<file path="src/rtl/core/egsb_pkg.sv">
// Shared constants, types and helpers of the epsilon-greedy subset bandit.
package egsb_pkg;

    localparam int MAX_ARMS   = 64;
    localparam int MAX_PICKS  = 16;
    localparam int ARM_W      = 6;
    localparam int ARM_CNT_W  = 7;
    localparam int PICK_W     = 5;
    localparam int PICK_IDX_W = 4;
    localparam int DRAW_W     = 11;
    localparam int MEAN_W     = 32;
    localparam int PULL_W     = 16;
    localparam int DIV_W      = 49;
    localparam int DIV_CNT_W  = 6;
    localparam int CFG_IDX_W  = 2;
    localparam int CFG_DATA_W = 32;

    localparam logic [DRAW_W-1:0]     DRAW_LIMIT   = 11'd1024;
    localparam logic [31:0]           LFSR_MASK    = 32'h8020_0003;
    localparam logic [ARM_CNT_W-1:0]  ARM_COUNT_RST = 7'd64;
    localparam logic [15:0]           THRESH_RST   = 16'd13107;
    localparam logic [PICK_W-1:0]     PICKS_RST    = 5'd4;
    localparam logic [31:0]           SEED_RST     = 32'd1;
    localparam logic [PULL_W-1:0]     PULL_MAX     = 16'hFFFF;

    typedef enum logic [CFG_IDX_W-1:0] {
        CFG_ARM_COUNT = 2'd0,
        CFG_THRESHOLD = 2'd1,
        CFG_PICKS     = 2'd2,
        CFG_SEED      = 2'd3
    } cfg_idx_t;

    typedef struct packed {
        logic                 start;
        logic [DIV_W-1:0]     dividend;
        logic [PULL_W-1:0]    divisor;
    } div_req_t;

    typedef struct packed {
        logic                 done;
        logic [DIV_W-1:0]     quotient;
        logic [PULL_W-1:0]    remainder;
    } div_rsp_t;

    function automatic logic [31:0] lfsr_step(input logic [31:0] v);
        logic [31:0] s;
        s = {1'b0, v[31:1]};
        if (v[0])
        begin
            s = s ^ LFSR_MASK;
        end
        return s;
    endfunction

endpackage

</file>
<file path="src/rtl/core/egsb_divider.sv">
// Serial restoring divider, one quotient bit per cycle; shared by modulo and mean update.
module egsb_divider
(
    input  logic                clk,
    input  logic                rst_n,
    input  egsb_pkg::div_req_t  req,
    output egsb_pkg::div_rsp_t  rsp
);

    logic                              run_reg;
    logic                              done_reg;
    logic [egsb_pkg::DIV_CNT_W-1:0]    cnt_reg;
    logic [egsb_pkg::DIV_W-1:0]        quo_reg;
    logic [egsb_pkg::PULL_W-1:0]       rem_reg;
    logic [egsb_pkg::PULL_W-1:0]       den_reg;
    logic [egsb_pkg::PULL_W:0]         shifted;
    logic [egsb_pkg::PULL_W:0]         trial;

    assign shifted = {rem_reg, quo_reg[egsb_pkg::DIV_W-1]};
    assign trial   = shifted - {1'b0, den_reg};

    always_ff @(posedge clk or negedge rst_n)
    begin
        if (!rst_n)
        begin
            run_reg  <= 1'b0;
            done_reg <= 1'b0;
            cnt_reg  <= '0;
        end
        else if (req.start)
        begin
            run_reg  <= 1'b1;
            done_reg <= 1'b0;
            cnt_reg  <= '0;
        end
        else if (run_reg)
        begin
            cnt_reg <= cnt_reg + 1'b1;
            if (cnt_reg == egsb_pkg::DIV_CNT_W'(egsb_pkg::DIV_W - 1))
            begin
                run_reg  <= 1'b0;
                done_reg <= 1'b1;
            end
        end
        else
        begin
            done_reg <= 1'b0;
        end
    end

    always_ff @(posedge clk)
    begin
        if (req.start)
        begin
            quo_reg <= req.dividend;
            rem_reg <= '0;
            den_reg <= req.divisor;
        end
        else if (run_reg)
        begin
            quo_reg <= {quo_reg[egsb_pkg::DIV_W-2:0], ~trial[egsb_pkg::PULL_W]};
            rem_reg <= trial[egsb_pkg::PULL_W] ? shifted[egsb_pkg::PULL_W-1:0]
                                               : trial[egsb_pkg::PULL_W-1:0];
        end
    end

    assign rsp.done      = done_reg;
    assign rsp.quotient  = quo_reg;
    assign rsp.remainder = rem_reg;

`ifndef SYNTHESIS
    a_rem_below_den: assert property (@(posedge clk) disable iff (!rst_n)
        done_reg |-> (rem_reg < den_reg))
        else $error("divider remainder not below divisor");
    a_den_nonzero: assert property (@(posedge clk) disable iff (!rst_n)
        run_reg |-> (den_reg != '0))
        else $error("divider running with zero divisor");
    a_no_restart: assert property (@(posedge clk) disable iff (!rst_n)
        req.start |-> !run_reg)
        else $error("divider restarted while busy");
`endif

endmodule

</file>
<file path="config.mk">
export PLATFORM = sky130hd
export DESIGN_NAME = egsb_divider
export DESIGN_NICKNAME = d
export VERILOG_FILES = /design/src/rtl/core/egsb_pkg.sv /design/src/rtl/core/egsb_divider.sv
export SDC_FILE = /design/constraint.sdc
export NUM_CORES = 1
export LEC_CHECK = 0
export ABC_AREA = 1
export BUFFER_PORTS_ARGS = -buffer_cell sky130_fd_sc_hd__buf_2
export CAP_MARGIN = 20
export CORE_MARGIN = 1.5
export CORE_UTILIZATION = 48
export DETAILED_ROUTE_END_ITERATION = 10
export PLACE_DENSITY = 0.88
export SLEW_MARGIN = 20
export SYNTH_ARGS = -nofsm -noshare
export SYNTH_HDL_FRONTEND = slang
export SYNTH_SLANG_ARGS = --single-unit
</file>
<file path="constraint.sdc">
create_clock -name clk -period 2 [get_ports clk]
set_input_delay 0.3 -clock clk [delete_from_list [all_inputs] [get_ports clk]]
set_output_delay 0.3 -clock clk [all_outputs]
set_load 0.01 [all_outputs]
</file>
# Yosys cells after proc, flatten, opt, wreduce, memory -nomap -nowiden
# Cells that the tools add are included.
# word_totals
ramBits	0
n_memories	0
latch_bits	0
in_bits	68
out_inout_bits	66
elab_cells	23
regBits	89
rom_bits	0
# op_classes
addsub	2
shifts	0
eq_ne	2
order_cmp	0
n_bitwise	1
muxes	11
reduce_logical	1
n_div	0
mul	0
# ops
operator	count
two-way mux 49 bit	2
subtractor 17 x 16 -> 17 bit	1
two-way mux 16 bit	1
two-way mux 6 bit	2
adder 6 x 1 -> 6 bit (second input constant)	1
equality test 6 bit (second input constant)	1
two-way mux 1 bit	6
inequality test 3 x 2 -> 1 bit (second input constant)	1
nonzero test 2 bit	1
NOT 1 bit	1

# Depth between registers and ports, before layout
# Gate-level depths: netlist of the first run.
# logic_depth
depth_word	4
depth_mapped	16
depth_no_buf	16

# Least setup slack after synthesis of the first run
# Ideal clock, no wire load.
# synth_timing
path_type	reg-to-reg
from	register quo_reg[48] (netlist name)
to	register quo_reg[0] (netlist name), data pin
setup_ns	0.265
synth_period_minus_slack_ns	2.140
arrival_time_ns	1.875
t_required_ns	1.735
setup_slack_ns	-0.140
path_buffers	1
stages_incl_launch_ff	15
path_cell_list	edfxtp_1 > inv_1 > ha_1 > fa_1 > inv_1 > nand2_1 > nand2_1 > nand3_1 > nand2_2 > nand2_2 > nand2_2 > nand2_2 > nand2_4 > buf_6 > o21ai_1
# synth_via
elab_chain_len	4
# synth_lines
item	line	text
start: declaration	egsb_divider.sv:13	logic [egsb_pkg::DIV_W-1:0] quo_reg;
start signal: assignment	egsb_divider.sv:55	quo_reg <= req.dividend;
start signal: assignment	egsb_divider.sv:61	quo_reg <= {quo_reg[egsb_pkg::DIV_W-2:0], ~trial[egsb_pkg::PULL_W]};
subtractor 17 x 16 -> 17 bit	egsb_divider.sv:20	assign trial = shifted - {1'b0, den_reg};
NOT 1 bit	egsb_divider.sv:61	
two-way mux 49 bit	egsb_divider.sv:59	else if (run_reg)
two-way mux 49 bit	egsb_divider.sv:53	if (req.start)
# Every way passes these cells. The select of a mux whose other input is x is not followed.
# A chain may end at the register's enable or synchronous reset.

# Final worst setup path of the first run
# layout_timing
from	register den_reg[0] (netlist name)
to	register rem_reg[14] (netlist name)
# layout_via
elab_chain_len	2
# layout_lines
item	line	text
start: declaration	egsb_divider.sv:15	logic [egsb_pkg::PULL_W-1:0] den_reg;
start signal: assignment	egsb_divider.sv:57	den_reg <= req.divisor;
subtractor 17 x 16 -> 17 bit	egsb_divider.sv:20	
two-way mux 16 bit	egsb_divider.sv:62	rem_reg <= trial[egsb_pkg::PULL_W] ? shifted[egsb_pkg::PULL_W-1:0]
end signal: assignment	egsb_divider.sv:62	
end: declaration	egsb_divider.sv:14	logic [egsb_pkg::PULL_W-1:0] rem_reg;
# Every way passes these cells.

==> results of run 1 <==
[worst max path at each step]
stage / from / end / slack (ps)
2_1_floorplan: quo_reg[48]$_DFFE_PP_ / quo_reg[0]$_DFFE_PP_ / -40
3_3_place_gp: quo_reg[48]$_DFFE_PP_ / rem_reg[2]$_SDFFE_PP0P_ / 20
3_5_place_dp: quo_reg[48]$_DFFE_PP_ / rem_reg[2]$_SDFFE_PP0P_ / -40
4_1_cts: quo_reg[48]$_DFFE_PP_ / quo_reg[0]$_DFFE_PP_ / -9
5_1_grt: den_reg[15]$_DFFE_PP_ / rem_reg[8]$_SDFFE_PP0P_ / -230
6_report: den_reg[0]$_DFFE_PP_ / rem_reg[14]$_SDFFE_PP0P_ / -70
[metal layers]
layer / up-vias / global-route usage (%)
met3: 26 / 6.58
met4: 0 / 6.44
met5: - / 0
met1: 2062 / 28.7
met2: 199 / 38.5
li1: 2215 / -
[power groups by stage]
stage          Combinational, mW  Clock, mW  Sequential [mW]
2_1_floorplan               1.82          0             2.60
3_3_place_gp                2.72          0             2.51
3_5_place_dp                2.80          0             2.51
4_1_cts                     3.01       1.40             2.48
5_1_grt                     3.87       1.49             2.54
6_report                    3.50       1.39             2.51
[final cells by class]
cell class,count,area (um2)
Clock buffer,12,165
Clock inverter,4,57.6
Fill cell,795,3470
Inverter,91,345
Multi-Input combinational cell,419,2170
Sequential cell,89,2470
Tap cell,133,166
Timing Repair Buffer,158,885
[placed cells by master (no fill, tap or decap), types with 2 or more instances in the layout]
| master | synthesis | layout |
|---|---|---|
| sky130_fd_sc_hd__a21oi_1 | 11 | 11 |
| sky130_fd_sc_hd__nand2_2 | 7 | 9 |
| sky130_fd_sc_hd__nor2_1 | 16 | 15 |
| sky130_fd_sc_hd__edfxtp_1 | 65 | 65 |
| sky130_fd_sc_hd__nand3_2 | 1 | 5 |
| sky130_fd_sc_hd__clkinvlp_4 | 0 | 2 |
| sky130_fd_sc_hd__nand2_8 | 0 | 7 |
| sky130_fd_sc_hd__nand2_4 | 1 | 4 |
| sky130_fd_sc_hd__dfxtp_1 | 16 | 15 |
| sky130_fd_sc_hd__clkbuf_8 | 0 | 12 |
| sky130_fd_sc_hd__nor2_2 | 1 | 2 |
| sky130_fd_sc_hd__inv_2 | 5 | 6 |
| sky130_fd_sc_hd__nor3_1 | 5 | 5 |
| sky130_fd_sc_hd__or2_1 | 2 | 2 |
| sky130_fd_sc_hd__clkinv_1 | 2 | 2 |
| sky130_fd_sc_hd__xor2_1 | 3 | 3 |
| sky130_fd_sc_hd__ha_1 | 18 | 14 |
| sky130_fd_sc_hd__ha_4 | 0 | 4 |
| sky130_fd_sc_hd__o21ai_1 | 5 | 5 |
| sky130_fd_sc_hd__buf_2 | 0 | 133 |
| sky130_fd_sc_hd__nand3_4 | 0 | 2 |
| sky130_fd_sc_hd__xnor2_1 | 4 | 4 |
| sky130_fd_sc_hd__buf_12 | 0 | 2 |
| sky130_fd_sc_hd__dfrtp_1 | 8 | 8 |
| sky130_fd_sc_hd__buf_4 | 1 | 21 |
| sky130_fd_sc_hd__nand4_1 | 4 | 4 |
| sky130_fd_sc_hd__o21ai_0 | 4 | 4 |
| sky130_fd_sc_hd__nand2_1 | 299 | 290 |
| sky130_fd_sc_hd__nand3_1 | 29 | 23 |
| sky130_fd_sc_hd__inv_1 | 84 | 82 |
[cell families (layout without fill, tap and decap cells)]
group                    after synthesis  in the layout  synth area share, %
AO/OA/AOI/OAI                         22             22                 2.43
XOR/XNOR                               7              7                 1.28
adder cells (fa/ha/maj)               19             19                 5.11
buffers and inverters                107            265                 8.77
flip-flops                            89             89                 51.6
AND/OR/NAND/NOR                      368            371                 30.9
[worst max-delay path: cells and delay by family, from the launching register on]
kind / cells / cell delay [ps]
and+or+nand+nor: 8 / 770
adders and majority gates: 2 / 520
DFF: 1 / 430
buffers and inverters: 2 / 170
AOI/OAI and AO/OA: 1 / 80
[what timing repair did]
action,in CTS,in global routing
endpoints found under the hold margin,8,0
buffers inserted,1,1
hold buffers,1,0
endpoints found under the setup margin,15,17
cloned,2,1
resized for setup,7,34
pin swaps,2,9
==> qor.tcl, run 1 <==
set qor(power_switching_mw) 3.05
set qor(synth-edff-count) 65
set qor(arrival_ps) 2330
set qor(synthesis.area_per_instance_um2) 7.84
set qor(cts-buffers-inserted) 9
set qor(routed_wire_length_per_instance_um) 13.9
set qor(std_cell_rows) 36
set qor(async_set_reset_flop_share_out_of_synthesis_pct) 8.99
set qor(maximum_number_of_pins_on_one_net_before_global_route_repair) 53
set qor(cp_data_required_time_ps) 2260
set qor(sw_frac_of_total_pct) 41.2
set qor(placed_cells_incl_taps) 884
set qor(worst-slew-pin-transition_ps) 455
set qor(most_prevalent_standard_cell_on_the_critical_path) {sky130_fd_sc_hd__nand2_1}
set qor(drc_violation_count_after_routing) 0
set qor(aggregate_global_routing_overflow) 0
set qor(post_synth_net_total) 699
set qor(yosys_warnings) 0
set qor(area_growth_syn_to_layout_pct) 30.6
set qor(internal-power_mw) 4.35
set qor(cts.clk_slew.worst_paths_ps) 100
set qor(synth.most_common_cell) {sky130_fd_sc_hd__nand2_1}
set qor(firstDrtPassIters) 5
set qor(antenna_found_initial) 0
set qor(timing.critical_path.cells) {ha_4 > fa_2 > inv_1 > nand2_1 > nand2_2 > buf_4 > nand3_1 > nand2_2 > nand2_1 > nand3_1 > nand2_1 > nor2_1 > o21ai_1}
set qor(leakagePower_nw) 3.37
set qor(critical_path.endpoint_type) {flop}
set qor(slew_headroom_pct) 69.4
set qor(end_point_of_the_most_critical_hold_path) {den_reg[5]$_DFFE_PP_}
set qor(seq_power_share_pct) 33.9
set qor(maxCapViolCount) 0
set qor(ys_types) 31
set qor(post-dp-hpwl_mm) 8.23
set qor(min_period_ps) 2070
set qor(r2r-start) {den_reg[0]$_DFFE_PP_}
set qor(finalWorstSetupSlack_ps) -69.6
set qor(die_width_um) 103
set qor(maxSlewViolCount) 0
set qor(fmaxAchievable_mhz) 483
set qor(initial_core_util_pct) 49.3
set qor(worst_ir_drop_vdd_mv) 0.642
set qor(largest_register_ff_count) 49
set qor(placedInstanceArea_mm2) 0.00575
set qor(reg2reg_depth) 13
set qor(crit_type) {flop to flop}
set qor(preCtsSetupSlack_ps) -44.6
set qor(gpl.final_weighted_congestion) 0.896
set qor(ys_seq_elements) 89
set qor(hold_start) {req[5]}
set qor(clock_tree.htree_level_count) 3
set qor(dr.max_layer_used) {met4}
set qor(postSynth.topFlopCell) {sky130_fd_sc_hd__edfxtp_1}
set qor(fin_worst_skew_ps) 18.6
set qor(timing.final.setup_violations) 12
set qor(min-delay-path-class) {input pin to flop}
set qor(antennaDiodeCount) 0
set qor(path_max_fanout) 3
set qor(floorplan.die_area_mm2) 0.0106
set qor(final_area_mm2) 0.00626
set qor(final_antenna_net_count) 0
set qor(timing_hold_violations_final) 0
set qor(yosysSeqAreaShare_pct) 51.6
set qor(critical_path.reg2reg.endpoint) {rem_reg[14]$_SDFFE_PP0P_}
set qor(number_of_top_level_pins) 134
set qor(placeableCoreArea_mm2) 0.00973
set qor(synth_area_leader_cell) {sky130_fd_sc_hd__edfxtp_1}
set qor(wl_met3_mm) 1.00
set qor(synth.top_cells.by_count) {sky130_fd_sc_hd__nand2_1, sky130_fd_sc_hd__inv_1, sky130_fd_sc_hd__edfxtp_1}
set qor(first_pass_grt_wire_length_mm) 18.5
set qor(groute.usage.overall_pct) 22.8
set qor(yosys.area.top_type_share_pct) 40.7
set qor(clock-sinks) 89
set qor(postRouteWirelength_mm) 12.6
set qor(synth_top_cells_by_area) {sky130_fd_sc_hd__edfxtp_1, sky130_fd_sc_hd__nand2_1, sky130_fd_sc_hd__dfxtp_1}
set qor(fraction_of_layout_cells_with_a_size_suffix_above_1_pct) 28.1
set qor(peak_per_stage_delay_on_the_critical_path_ps) 430
set qor(clockRootBuffer) {sky130_fd_sc_hd__clkbuf_8}
set qor(layoutNonFillerInstCount) 906
set qor(final_worst_path_period_share_pct) 103
set qor(number_of_buffers_between_clock_root_and_the_deepest_sink) 2
set qor(synth_cells) 612
set qor(run_status) {finished with violations}
set qor(number_of_global_route_vias_before_repair) 3999
set qor(cts_tree) {built}
set qor(postLayoutCoreUtil_pct) 64.4
set qor(insertion_delay_ps) 370
set qor(via_count) 4502
set qor(route.detailed.vias_per_inst) 4.97
set qor(grt_setup_unrepaired) {yes}
set qor(setup_tns_ps) -375
set qor(io_buffer_count) 133
set qor(cp-start-kind) {flop}
set qor(violations_in_the_final_reports) {setup timing}
set qor(design_power_total_mw) 7.40
set qor(synth.cell_area_mm2) 0.00480
set qor(dieHeight_um) 103
set qor(comb_power_share_pct) 47.4
set qor(clock_share_of_power_pct) 18.7
set qor(final_net_count) 855
set qor(crit_slowest_cell) {sky130_fd_sc_hd__edfxtp_1}
set qor(timing.reg2reg.setup_slack_ps) -70
set qor(route.met2.wl_mm) 6.38
set qor(met1_length_mm) 4.98
set qor(power.density_cell_area_mw_per_mm2) 1180
set qor(hold_depth) 1
set qor(dr.first_iter.drc_count) 208
set qor(final.hold.worst_slack_ps) 96.3
No activity file was read; power rests on OpenSTA's default activity.
==> run 2, diff against run 1 <==
--- a/config.mk
+++ b/config.mk
@@ -5,11 +5,10 @@
 export SDC_FILE = /design/constraint.sdc
 export NUM_CORES = 1
 export LEC_CHECK = 0
-export ABC_AREA = 1
 export BUFFER_PORTS_ARGS = -buffer_cell sky130_fd_sc_hd__buf_2
 export CAP_MARGIN = 20
 export CORE_MARGIN = 1.5
-export CORE_UTILIZATION = 48
+export CORE_UTILIZATION = 47
 export DETAILED_ROUTE_END_ITERATION = 10
 export PLACE_DENSITY = 0.88
 export SLEW_MARGIN = 20
==> qor.tcl, run 2 <==
set qor(worst-slew-pin-transition_ps) 604
set qor(post-dp-hpwl_mm) 8.24
set qor(run_status) {finished with violations}
set qor(critical_path.endpoint_type) {flop}
set qor(via_count) 3611
set qor(yosys_warnings) 0
set qor(postSynth.topFlopCell) {sky130_fd_sc_hd__edfxtp_1}
set qor(power_switching_mw) 1.09
set qor(maxCapViolCount) 0
set qor(groute.usage.overall_pct) 22.8
set qor(die_width_um) 101
set qor(synth-edff-count) 65
set qor(maximum_number_of_pins_on_one_net_before_global_route_repair) 35
set qor(cts.clk_slew.worst_paths_ps) 100
set qor(first_pass_grt_wire_length_mm) 17.7
set qor(violations_in_the_final_reports) {setup timing}
set qor(firstDrtPassIters) 5
set qor(yosys.area.top_type_share_pct) 43.7
set qor(min-delay-path-class) {input pin to flop}
set qor(synth.most_common_cell) {sky130_fd_sc_hd__edfxtp_1}
set qor(sw_frac_of_total_pct) 26.1
set qor(final_antenna_net_count) 0
set qor(hold_depth) 1
set qor(antenna_found_initial) 0
set qor(path_max_fanout) 6
set qor(dr.first_iter.drc_count) 153
set qor(aggregate_global_routing_overflow) 0
set qor(number_of_top_level_pins) 134
set qor(cts-buffers-inserted) 9
set qor(area_growth_syn_to_layout_pct) 35.6
set qor(antennaDiodeCount) 0
set qor(worst_ir_drop_vdd_mv) 0.431
set qor(cp-start-kind) {flop}
set qor(grt_setup_unrepaired) {yes}
set qor(timing.reg2reg.setup_slack_ps) -410
set qor(clockRootBuffer) {sky130_fd_sc_hd__clkbuf_8}
set qor(leakagePower_nw) 2.81
set qor(internal-power_mw) 3.10
set qor(seq_power_share_pct) 52.7
set qor(end_point_of_the_most_critical_hold_path) {den_reg[1]$_DFFE_PP_}
set qor(gpl.final_weighted_congestion) 0.937
set qor(number_of_buffers_between_clock_root_and_the_deepest_sink) 2
set qor(fin_worst_skew_ps) 11.5
set qor(std_cell_rows) 35
set qor(yosysSeqAreaShare_pct) 55.3
set qor(slew_headroom_pct) 59.8
set qor(power.density_cell_area_mw_per_mm2) 693
set qor(postRouteWirelength_mm) 11.0
set qor(synthesis.area_per_instance_um2) 12.4
set qor(fraction_of_layout_cells_with_a_size_suffix_above_1_pct) 51.2
set qor(final_net_count) 645
set qor(cp_data_required_time_ps) 2240
set qor(ys_seq_elements) 89
set qor(filler_cell_count) 704
set qor(r2r-start) {quo_reg[48]$_DFFE_PP_}
set qor(initial_core_util_pct) 48.4
set qor(cts_tree) {built}
set qor(arrival_ps) 2650
set qor(final_worst_path_period_share_pct) 121
set qor(synth_area_leader_cell) {sky130_fd_sc_hd__edfxtp_1}
set qor(layout.cells.most_common_list) {sky130_fd_sc_hd__buf_2, sky130_fd_sc_hd__buf_4, sky130_fd_sc_hd__edfxtp_1, sky130_fd_sc_hd__mux2_2, sky130_fd_sc_hd__nor2_1}
set qor(layoutNonFillerInstCount) 692
set qor(timing.final.setup_violations) 17
set qor(synth.cell_area_mm2) 0.00447
set qor(reg2reg_depth) 11
set qor(number_of_global_route_vias_before_repair) 3793
set qor(crit_type) {flop to flop}
set qor(timing_hold_violations_final) 0
set qor(finalWorstSetupSlack_ps) -411
set qor(maxSlewViolCount) 0
set qor(mostFrequentLayoutCell) {sky130_fd_sc_hd__buf_2}
set qor(synth_top_cells_by_area) {sky130_fd_sc_hd__edfxtp_1, sky130_fd_sc_hd__mux2_2, sky130_fd_sc_hd__dfxtp_1}
set qor(post_synth_net_total) 448
set qor(dieHeight_um) 101
set qor(route.detailed.vias_per_inst) 5.22
set qor(drc_violation_count_after_routing) 0
set qor(ys_types) 51
set qor(placed_cells_incl_taps) 668
set qor(floorplan.die_area_mm2) 0.0101
set qor(placeableCoreArea_mm2) 0.00924
set qor(synth_cells) 361
set qor(min_period_ps) 2410
set qor(routed_wire_length_per_instance_um) 15.9
set qor(clock-sinks) 89
set qor(critical_path.reg2reg.endpoint) {rem_reg[3]$_SDFFE_PP0P_}
set qor(largest_register_ff_count) 49
set qor(hold_start) {req[1]}
set qor(io_buffer_count) 133
set qor(comb_power_share_pct) 16.7
set qor(clock_share_of_power_pct) 30.6
set qor(preCtsSetupSlack_ps) -429
set qor(async_set_reset_flop_share_out_of_synthesis_pct) 8.99
set qor(fmaxAchievable_mhz) 415
set qor(synth.top_cells.by_count) {sky130_fd_sc_hd__edfxtp_1, sky130_fd_sc_hd__mux2_2, sky130_fd_sc_hd__nor2_1}
set qor(insertion_delay_ps) 370
set qor(clock_tree.htree_level_count) 3
-- run 2: cell types whose count changed in the layout (fill, tap and decap cells not counted), sizes merged, moves of 5 or more --
cell,delta
xor2,+6
nor2,+8
o21ai,+5
a21oi,+7
a32oi,+5
buf,+46
inv,-65
nand2,-293
mux2,+48
mux2i,+9
nand3,-26
a211oi,+10
-- run 2: per-stage QoR --
stage | hold slack, ps | power (mW) | area [um2] | utilization (%) | TNS [ps]
6_report | 101 | 4.20 | 6060 | 65.6 | -5840
5_1_grt | 77.6 | 4.37 | 6060 | 65.6 | -7490
4_1_cts | 88.6 | 4.22 | 5990 | 64.9 | -5030
3_5_place_dp | 150 | 2.93 | 5710 | 61.8 | -5390
3_3_place_gp | 151 | 2.89 | 5710 | 61.8 | -3900
2_1_floorplan | 4.41 | 2.59 | 4500 | - | -4530
-- run 2: worst max path at each step --
| stage | startpoint | end | slack (ps) | cells after the start |
|---|---|---|---|---|
| finish | quo_reg[48]$_DFFE_PP_ | rem_reg[3]$_SDFFE_PP0P_ | -410 | 11 |
| floorplan | quo_reg[48]$_DFFE_PP_ | rem_reg[10]$_SDFFE_PP0P_ | -300 | 11 |
| CTS | quo_reg[48]$_DFFE_PP_ | rem_reg[8]$_SDFFE_PP0P_ | -360 | 11 |
| global route | quo_reg[48]$_DFFE_PP_ | rem_reg[3]$_SDFFE_PP0P_ | -510 | 11 |
| global placement | quo_reg[48]$_DFFE_PP_ | rem_reg[11]$_SDFFE_PP0P_ | -270 | 11 |
| detailed placement | quo_reg[48]$_DFFE_PP_ | rem_reg[11]$_SDFFE_PP0P_ | -430 | 11 |
-- run 2: worst max-delay path, cell delays in order, from the launching register on --
cell	delay, ps
sky130_fd_sc_hd__edfxtp_1	350
sky130_fd_sc_hd__inv_1	50
sky130_fd_sc_hd__ha_2	190
sky130_fd_sc_hd__fa_2	340
sky130_fd_sc_hd__nand2b_4	170
sky130_fd_sc_hd__a21oi_4	190
sky130_fd_sc_hd__o21ai_4	90
sky130_fd_sc_hd__and3b_4	200
sky130_fd_sc_hd__o21ai_4	200
sky130_fd_sc_hd__buf_6	170
sky130_fd_sc_hd__mux2i_2	230
sky130_fd_sc_hd__a211oi_2	90
-- run 2: power by group through the flow --
| stage | sequential (mW) | combinational, mW | clock (mW) |
|---|---|---|---|
| after floorplan | 2.30 | 0.293 | 0 |
| after global placement | 2.24 | 0.647 | 0 |
| after detailed placement | 2.25 | 0.678 | 0 |
| after CTS | 2.21 | 0.694 | 1.31 |
| after global routing | 2.23 | 0.760 | 1.38 |
| final | 2.21 | 0.700 | 1.29 |
-- run 2: repair_timing --
| action | 4_1_cts | 5_1_grt |
|---|---|---|
| hold buffers | 1 | 0 |
| buffers inserted | 3 | 4 |
| cloned | 1 | 0 |
| hold endpoints to repair | 8 | 0 |
| gates resized for setup | 12 | 9 |
| pin swaps | 6 | 1 |
| endpoints found under the setup margin | 17 | 17 |
-- run 2: area by class of cell --
class | count | area, um2 | share of cell area, %
clock buffer | 10 | 128 | 2.11
clock inverter | 6 | 75.1 | 1.24
inverter | 24 | 93.8 | 1.55
multi-input combinational | 230 | 1910 | 31.5
sequential | 89 | 2470 | 40.8
tap | 129 | 161 | 2.66
timing repair buffer | 204 | 1220 | 20.1
-- run 2: routing by layer --
metal  wire [um]  global-route usage [%]  vias to the layer above
li1            -                       -                     1735
met1        4470                    26.4                     1709
met2        5560                    39.6                      150
met3         791                    7.07                       17
met4         192                    8.45                        0
met5           0                       0                        -
-- run 2: logic make-up after synthesis --
group | count (synthesis) | share of synthesized area (%)
AOI/OAI and AO/OA | 70 | 11.0
buffers and inverters | 42 | 3.89
adders and majority gates | 19 | 5.49
and+or+nand+nor | 69 | 7.25
muxes | 57 | 14.1
xor gates and xnor gates | 15 | 2.94
DFF | 89 | 55.3
